## src/rtl/bda_pkg.sv

```systemverilog
// Shared types and constants for the button debouncer with auto-repeat.
// No dependencies.
`default_nettype none

package bda_pkg;

   // Field widths
   localparam int BTN_WIDTH      = 3;
   localparam int DEBOUNCE_WIDTH = 8;
   localparam int HOLD_WIDTH     = 16;
   localparam int CSR_IDX_WIDTH  = 2;
   localparam int CSR_DATA_WIDTH = 16;

   // Register indexes
   localparam logic [CSR_IDX_WIDTH-1:0] CSR_DEBOUNCE_TIME = 2'd0;
   localparam logic [CSR_IDX_WIDTH-1:0] CSR_REPEAT_AFTER  = 2'd1;
   localparam logic [CSR_IDX_WIDTH-1:0] CSR_REPEAT_RATE   = 2'd2;

   // Reset values of the registers
   localparam logic [DEBOUNCE_WIDTH-1:0] DEBOUNCE_TIME_RESET = 8'd4;
   localparam logic [HOLD_WIDTH-1:0]     REPEAT_AFTER_RESET  = 16'd512;
   localparam logic [HOLD_WIDTH-1:0]     REPEAT_RATE_RESET   = 16'd64;

   // Item commands
   localparam logic CMD_TICK    = 1'b0;
   localparam logic CMD_CONSUME = 1'b1;

   typedef struct packed {
      logic [DEBOUNCE_WIDTH-1:0] debounce_time;
      logic [HOLD_WIDTH-1:0]     repeat_after;
      logic [HOLD_WIDTH-1:0]     repeat_rate;
   } cfg_type;

   typedef struct packed {
      logic [BTN_WIDTH-1:0] press_event;
      logic                 click;
      logic [BTN_WIDTH-1:0] debounced_buttons;
      logic                 repeat_active;
   } result_type;

endpackage

`default_nettype wire

```

## src/rtl/bda_csr.sv

```systemverilog
// Configuration registers of the debouncer.
// Depends on bda_pkg.
`default_nettype none

module bda_csr (
   input  wire logic                                 clock,
   input  wire logic                                 reset,
   input  wire logic                                 csr_write_enable,
   input  wire logic [bda_pkg::CSR_IDX_WIDTH-1:0]    csr_index,
   input  wire logic [bda_pkg::CSR_DATA_WIDTH-1:0]   csr_write_data,
   output bda_pkg::cfg_type                          cfg
);
   import bda_pkg::*;

   cfg_type cfg_ff;

   always_ff @(posedge clock) begin
      if (reset) begin
         cfg_ff.debounce_time <= DEBOUNCE_TIME_RESET;
         cfg_ff.repeat_after  <= REPEAT_AFTER_RESET;
         cfg_ff.repeat_rate   <= REPEAT_RATE_RESET;
      end else if (csr_write_enable) begin
         case (csr_index)
            CSR_DEBOUNCE_TIME: begin
               cfg_ff.debounce_time <= csr_write_data[DEBOUNCE_WIDTH-1:0];
            end
            CSR_REPEAT_AFTER: begin
               cfg_ff.repeat_after <= csr_write_data[HOLD_WIDTH-1:0];
            end
            CSR_REPEAT_RATE: begin
               cfg_ff.repeat_rate <= csr_write_data[HOLD_WIDTH-1:0];
            end
            default: begin
               // unmapped index: write ignored
            end
         endcase
      end
   end

   assign cfg = cfg_ff;

endmodule

`default_nettype wire

```

## src/rtl/bda_core.sv

```systemverilog
// Debounce and hold/repeat state with its single-pass update per item.
// Depends on bda_pkg.
`default_nettype none

module bda_core (
   input  wire logic                           clock,
   input  wire logic                           reset,
   input  bda_pkg::cfg_type                    cfg,
   input  wire logic                           item_accept,
   input  wire logic                           command,
   input  wire logic [bda_pkg::BTN_WIDTH-1:0]  sensed_buttons,
   output bda_pkg::result_type                 result
);
   import bda_pkg::*;

   logic [BTN_WIDTH-1:0]      candidate_ff, candidate_in;
   logic [BTN_WIDTH-1:0]      committed_ff, committed_in;
   logic                      consumed_ff, consumed_in;
   logic                      repeat_ff, repeat_in;
   logic [DEBOUNCE_WIDTH-1:0] stable_ff, stable_in;
   logic [HOLD_WIDTH-1:0]     hold_ff, hold_in;

   logic                      is_tick;
   logic                      match;
   logic [DEBOUNCE_WIDTH-1:0] stable_inc;
   logic                      commit;
   logic [BTN_WIDTH-1:0]      committed_new;
   logic                      repeat_base;
   logic                      consumed_base;
   logic [HOLD_WIDTH-1:0]     hold_inc;
   logic                      can_consume;

   assign is_tick    = item_accept && (command == CMD_TICK);
   // sample differs from the committed set and repeats the candidate
   assign match      = (committed_ff != sensed_buttons) && (candidate_ff == sensed_buttons);
   assign stable_inc = (stable_ff == '1) ? stable_ff : stable_ff + 1'b1;
   assign commit     = is_tick && match && (stable_inc >= cfg.debounce_time);

   assign committed_new = commit ? sensed_buttons : committed_ff;
   assign repeat_base   = commit ? 1'b0 : repeat_ff;
   assign consumed_base = commit ? 1'b0 : consumed_ff;
   // commit restarts hold count from zero before this tick's advance
   assign hold_inc      = commit ? HOLD_WIDTH'(1)
                                 : ((hold_ff == '1) ? hold_ff : hold_ff + 1'b1);
   assign can_consume   = !consumed_ff && (committed_ff != '0);

   always_comb begin
      candidate_in = candidate_ff;
      committed_in = committed_ff;
      consumed_in  = consumed_ff;
      repeat_in    = repeat_ff;
      stable_in    = stable_ff;
      hold_in      = hold_ff;
      result.press_event = '0;
      result.click       = 1'b0;

      if (is_tick) begin
         if (match) begin
            stable_in = stable_inc;
         end else begin
            candidate_in = sensed_buttons;
            stable_in    = '0;
         end
         committed_in = committed_new;
         consumed_in  = consumed_base;
         repeat_in    = repeat_base;
         hold_in      = commit ? '0 : hold_ff;
         if (committed_new != '0) begin
            hold_in = hold_inc;
            if (repeat_base) begin
               if (hold_inc >= cfg.repeat_rate) begin
                  consumed_in = 1'b0;
                  hold_in     = '0;
               end
            end else if (hold_inc >= cfg.repeat_after) begin
               repeat_in = 1'b1;
            end
         end
      end else if (item_accept && can_consume) begin
         consumed_in        = 1'b1;
         result.press_event = committed_ff;
         result.click       = 1'b1;
      end

      result.debounced_buttons = committed_in;
      result.repeat_active     = repeat_in;
   end

   always_ff @(posedge clock) begin
      if (reset) begin
         candidate_ff <= '0;
         committed_ff <= '0;
         consumed_ff  <= 1'b0;
         repeat_ff    <= 1'b0;
         stable_ff    <= '0;
         hold_ff      <= '0;
      end else begin
         candidate_ff <= candidate_in;
         committed_ff <= committed_in;
         consumed_ff  <= consumed_in;
         repeat_ff    <= repeat_in;
         stable_ff    <= stable_in;
         hold_ff      <= hold_in;
      end
   end

endmodule

`default_nettype wire

```

## src/rtl/bda_out.sv

```systemverilog
// Result register: holds one result item until the receiver takes it.
// Depends on bda_pkg.
`default_nettype none

module bda_out (
   input  wire logic           clock,
   input  wire logic           reset,
   input  wire logic           load,
   input  bda_pkg::result_type result,
   output logic                ready,
   output logic                rsp_valid,
   input  wire logic           rsp_ready,
   output bda_pkg::result_type rsp_data
);
   import bda_pkg::*;

   logic       valid_ff, valid_in;
   result_type data_ff, data_in;

   // free when empty or being emptied this cycle
   assign ready = !valid_ff || rsp_ready;

   always_comb begin
      valid_in = valid_ff;
      data_in  = data_ff;
      if (load) begin
         valid_in = 1'b1;
         data_in  = result;
      end else if (rsp_ready) begin
         valid_in = 1'b0;
      end
   end

   always_ff @(posedge clock) begin
      if (reset) begin
         valid_ff <= 1'b0;
      end else begin
         valid_ff <= valid_in;
      end
   end

   always_ff @(posedge clock) begin
      data_ff <= data_in;
   end

   assign rsp_valid = valid_ff;
   assign rsp_data  = data_ff;

endmodule

`default_nettype wire

```

## src/rtl/button_debounce_autorepeat.sv

```systemverilog
// Top level of the three-button debouncer with press-and-hold auto-repeat.
// Depends on bda_pkg, bda_csr, bda_core and bda_out.
//
// Usage:
//  - req_ channel: one item per handshake. req_command low is a tick that
//    carries req_sensed_buttons; high is a consume request (buttons ignored).
//  - rsp_ channel: exactly one result item per accepted item, in order:
//    press_event/click (consume requests only), the committed set and the
//    repeat flag as they stand after the item.
//  - csr_ port: write debounce_time (0), repeat_after (1), repeat_rate (2)
//    only while the block is idle; other indexes are ignored.
//  - The result is registered: it appears in the cycle after acceptance.
//  - Throughput: one item per cycle while no result is stalled. The state
//    update is a single pass of counter increments and compares, and the
//    only register between input and output is the result register.
//  - Stall: while rsp_ready is low the result is held and req_ready drops
//    (one result in flight); req_ready is high whenever the result register
//    is empty or is being emptied in the same cycle.
//  - Reset (synchronous): all debounce state cleared, registers back to
//    4 / 512 / 64, no result pending.
`default_nettype none

module button_debounce_autorepeat (
   input  wire logic                                clock,
   input  wire logic                                reset,
   // item input
   input  wire logic                                req_valid,
   output logic                                     req_ready,
   input  wire logic                                req_command,
   input  wire logic [bda_pkg::BTN_WIDTH-1:0]       req_sensed_buttons,
   // result output
   output logic                                     rsp_valid,
   input  wire logic                                rsp_ready,
   output logic [bda_pkg::BTN_WIDTH-1:0]            rsp_press_event,
   output logic                                     rsp_click,
   output logic [bda_pkg::BTN_WIDTH-1:0]            rsp_debounced_buttons,
   output logic                                     rsp_repeat_active,
   // configuration
   input  wire logic                                csr_write_enable,
   input  wire logic [bda_pkg::CSR_IDX_WIDTH-1:0]   csr_index,
   input  wire logic [bda_pkg::CSR_DATA_WIDTH-1:0]  csr_write_data
);
   import bda_pkg::*;

   cfg_type    cfg;
   result_type next_result;
   result_type rsp_data;
   logic       out_ready;
   logic       item_accept;

   assign req_ready   = out_ready;
   assign item_accept = req_valid && out_ready;

   bda_csr u_csr (
      .clock            (clock),
      .reset            (reset),
      .csr_write_enable (csr_write_enable),
      .csr_index        (csr_index),
      .csr_write_data   (csr_write_data),
      .cfg              (cfg)
   );

   // state update happens at acceptance; result computed in the same pass
   bda_core u_core (
      .clock          (clock),
      .reset          (reset),
      .cfg            (cfg),
      .item_accept    (item_accept),
      .command        (req_command),
      .sensed_buttons (req_sensed_buttons),
      .result         (next_result)
   );

   bda_out u_out (
      .clock     (clock),
      .reset     (reset),
      .load      (item_accept),
      .result    (next_result),
      .ready     (out_ready),
      .rsp_valid (rsp_valid),
      .rsp_ready (rsp_ready),
      .rsp_data  (rsp_data)
   );

   assign rsp_press_event       = rsp_data.press_event;
   assign rsp_click             = rsp_data.click;
   assign rsp_debounced_buttons = rsp_data.debounced_buttons;
   assign rsp_repeat_active     = rsp_data.repeat_active;

endmodule

`default_nettype wire

```

## config.mk

```make
export PLATFORM = sky130hd
export DESIGN_NAME = button_debounce_autorepeat
export DESIGN_NICKNAME = d
export VERILOG_FILES = /design/src/rtl/bda_pkg.sv /design/src/rtl/bda_csr.sv /design/src/rtl/bda_core.sv /design/src/rtl/bda_out.sv /design/src/rtl/button_debounce_autorepeat.sv
export SDC_FILE = /design/constraint.sdc
export NUM_CORES = 1
export LEC_CHECK = 0
export BUFFER_PORTS_ARGS = -buffer_cell sky130_fd_sc_hd__buf_2
export CAP_MARGIN = 15
export CORE_AREA = 2 2 127 129
export CTS_BUF_LIST = sky130_fd_sc_hd__clkbuf_4 sky130_fd_sc_hd__clkbuf_8 sky130_fd_sc_hd__clkbuf_16
export DETAILED_ROUTE_END_ITERATION = 8
export DIE_AREA = 0 0 129 131
export HOLD_SLACK_MARGIN = 0.03
export PLACE_DENSITY = 0.46
export SLEW_MARGIN = 20
export SYNTH_ARGS = -nofsm -noshare
export SYNTH_HDL_FRONTEND = slang
export SYNTH_SLANG_ARGS = --single-unit
```

## constraint.sdc

```tcl
create_clock -name clock -period 5.7 [get_ports clock]
set_input_delay 0.285 -clock clock [delete_from_list [all_inputs] [get_ports clock]]
set_output_delay 0.285 -clock clock [all_outputs]
set_load 0.01 [all_outputs]
```

==> flow_summary.toml <==
[floorplanning]
die-area_um2 = 16900
die_width_um = 129
die_h_um = 131
core_area_um2 = 15600
std_cell_rows = 46
ioPinCount = 37
start_util = 0.295

[synthesis]
synth_fp_nets = 644
synth-edff-count = 8
synthFlopType = "dfxtp_1"
yosys_warnings = 0
synth_area_leader_cell = "dfxtp_1"
async_reset_ff_frac = 0
synth.top_cells.by_count = "85 x nand2_1, 73 x dfxtp_1, 65 x a21oi_1"
yosysMostFrequentCell = "nand2_1"
synth_cell_types = 52
synth_cells = 575
syn_avg_cell_area_um2 = 8.01
ys_ff_latch = 81
synth_area_leaders = "dfxtp_1 32%, ha_1 11%, a21oi_1 7.1%"
synth_area_um2 = 4600
seq_area_frac_synth = 0.370
yosys.area.top_type_share = 0.317

[finish]
antenna_cells = 0
fin_cells = 823
drive_gt1_frac = 0.109
nets = 671
regArea_um2 = 1700
areaGrowthSynthToFinish_pct = 14.6
multi_input_area_um2 = 2610
nFillCells = 1670

[worst_setup_path]
cp.arrival_ps = 5240
critPathLaunchType = "flop"
r2r_setup_slack_ps = 700
r2r_start = "u_core.stable_ff[0]"
path_class = "reg2reg"
critical-path-top-delay-family = "compound AO/OA/AOI/OAI gates"
cp_num_buf_inv = 1
cp_cell_sequence = "ha_1 -> and3_1 -> nand3_1 -> mux2_2 -> ha_1 -> o21ai_0 -> a21oi_1 -> o31ai_1 -> a21boi_2 -> nor3_1 -> ha_1 -> nand4_1 -> nor2_1 -> o21ai_0 -> a211oi_1 -> nor3_2 -> buf_4 -> and3_1 -> a221o_1"
slowest_stage = "a211oi_1"
crit_fanout = 21
critPathCaptureType = "flop"
timing.rr.end = "u_core.hold_ff[5]"
path_common_cell = "ha_1"
cp.required_ps = 5940
ff2ff_path_depth = 19
cp_slowest_stage_delay_ps = 480

[power]
totalPowerFinal_mw = 1.28
ir_worst_vdd_v = 0.000156
p_leak_nw = 2.13
power_density_nw_per_um2 = 243

[clock_network]
clock-sinks = 81
clock_path_buffers = 2
cts-htree-levels = 3
clk_latency_ps = 350
clk_pin_slew_ps = 60
cts_tree = "done"
cts-buffers-inserted = 9
ctsResizeCount = 0
postCtsHoldBufs = 0
cts_root_buffer = "clkbuf_16"
postCtsSetupBuffers = 0

[placement]
dp_hpwl_um = 8290
placed_cells_incl_taps = 807
port-buffer-count = 36
dp_slack_ps = 714
routabilityCongestion = 0.842

[timing]
setup_viol = 0
min_period_ps = 5000
rsz0062_at_grt = "no"
skew_ps = 6.04
fin_ws_ps = 696
tns_ps = 0
maxSlewHeadroom = 0.460
whs_ps = 156
worst_slew_pin_slew_ps = 810
fmax_mhz = 200
period_share = 0.878
final_max_slew_viol_count = 0
hold_violations = 0

[routing]
remaining_drc_errors = 0
avgViaCountPerCell = 4.80
first_iter_violations = 191
detail-route-antenna-nets = 0
wirelength_um = 11200
vias = 3950
wire_per_inst_um = 13.6
drtPass1Iterations = 4

[worst_hold_path]
min_to = "u_csr.cfg[25]"
hp-class = "in2reg"
hp-start = "csr_write_data[9]"
holdPathStages = 2

[global_route]
antenna_found_initial = 0
grt.overflow.total = 0
grt_pass1_vias = 3884
grt_max_degree = 64
grt_use_total = 0.142
grt_first_pass_wirelength_um = 18800

[job]
cap_violations = 0

[status]
outcome = "complete, no violations"
registers in the layout, summed over array words and instances, names as in the netlist, 3 cells and up:
name,cells
u_csr.cfg,40
u_core.hold_ff,16
u_core.stable_ff,8
u_out.rsp_data,8
u_core.candidate_ff,3
u_core.committed_ff,3
power by group:
| part | internal [mW] | switching, mW | leakage (nW) |
|---|---|---|---|
| Combinational | 0.0330 | 0.0576 | 1.31 |
| Sequential | 0.589 | 0.00628 | 0.673 |
| Clock | 0.343 | 0.252 | 0.142 |
| Total | 0.964 | 0.316 | 2.13 |
final cells by class:
type | count | share of cell area
multi-input cells | 423 | 0.494
flip-flops and latches | 81 | 0.323
well taps | 216 | 0.0512
clock buffers | 9 | 0.0427
repair buffers | 41 | 0.0413
inverters | 46 | 0.0327
clock inverters | 7 | 0.0152
placed cells by master, fill, tap and decap left out, types with 10 or more instances in the layout:
master   count
nand2_1     85
a21oi_1     65
nand4_1     10
dfxtp_1     73
o21ai_0     16
inv_1       46
nand3_1     17
buf_2       36
nor3_1      10
and3_1      10
nor2_1      61
ha_1        42
how the worst max path moves through the flow:
stage / startpoint / to / slack [ps] / cells past startpoint
after global placement: u_core.stable_ff[0] / u_core.hold_ff[5] / 950 / 18
after global routing: u_core.stable_ff[0] / u_core.hold_ff[9] / 300 / 19
after CTS: u_core.stable_ff[0] / u_core.hold_ff[5] / 710 / 19
after floorplan: u_core.stable_ff[0] / u_core.hold_ff[9] / 1310 / 22
after detailed placement: u_core.stable_ff[0] / u_core.hold_ff[9] / 710 / 19
final: u_core.stable_ff[0] / u_core.hold_ff[5] / 700 / 19
kinds of logic (layout without fill, tap and decap cells):
kind of cell | after synthesis | in the layout | synth area share
fa+ha+maj | 42 | 42 | 0.114
simple gates | 227 | 227 | 0.230
compound gates | 133 | 133 | 0.180
xor+xnor | 15 | 15 | 0.0285
buf+inv | 71 | 103 | 0.0641
flops | 81 | 81 | 0.370
mux | 6 | 6 | 0.0139
stage by stage:
stage | utilization | area (um^2)
after global placement | 0.319 | 4970
after global routing | 0.338 | 5280
after detailed placement | 0.319 | 4970
final | 0.338 | 5280
after floorplan | - | 4600
after CTS | 0.338 | 5280
routing by layer:
| layer | vias to the layer above | global-route usage | part of all wire |
|---|---|---|---|
| met2 | 88 | 0.230 | 0.45 |
| li1 | 2057 | - | - |
| met1 | 1794 | 0.184 | 0.49 |
| met3 | 11 | 0.0391 | 0.046 |
| met4 | 0 | 0.0448 | 0.014 |
| met5 | - | 0 | 0 |
Power figures use the tool's default switching activity.
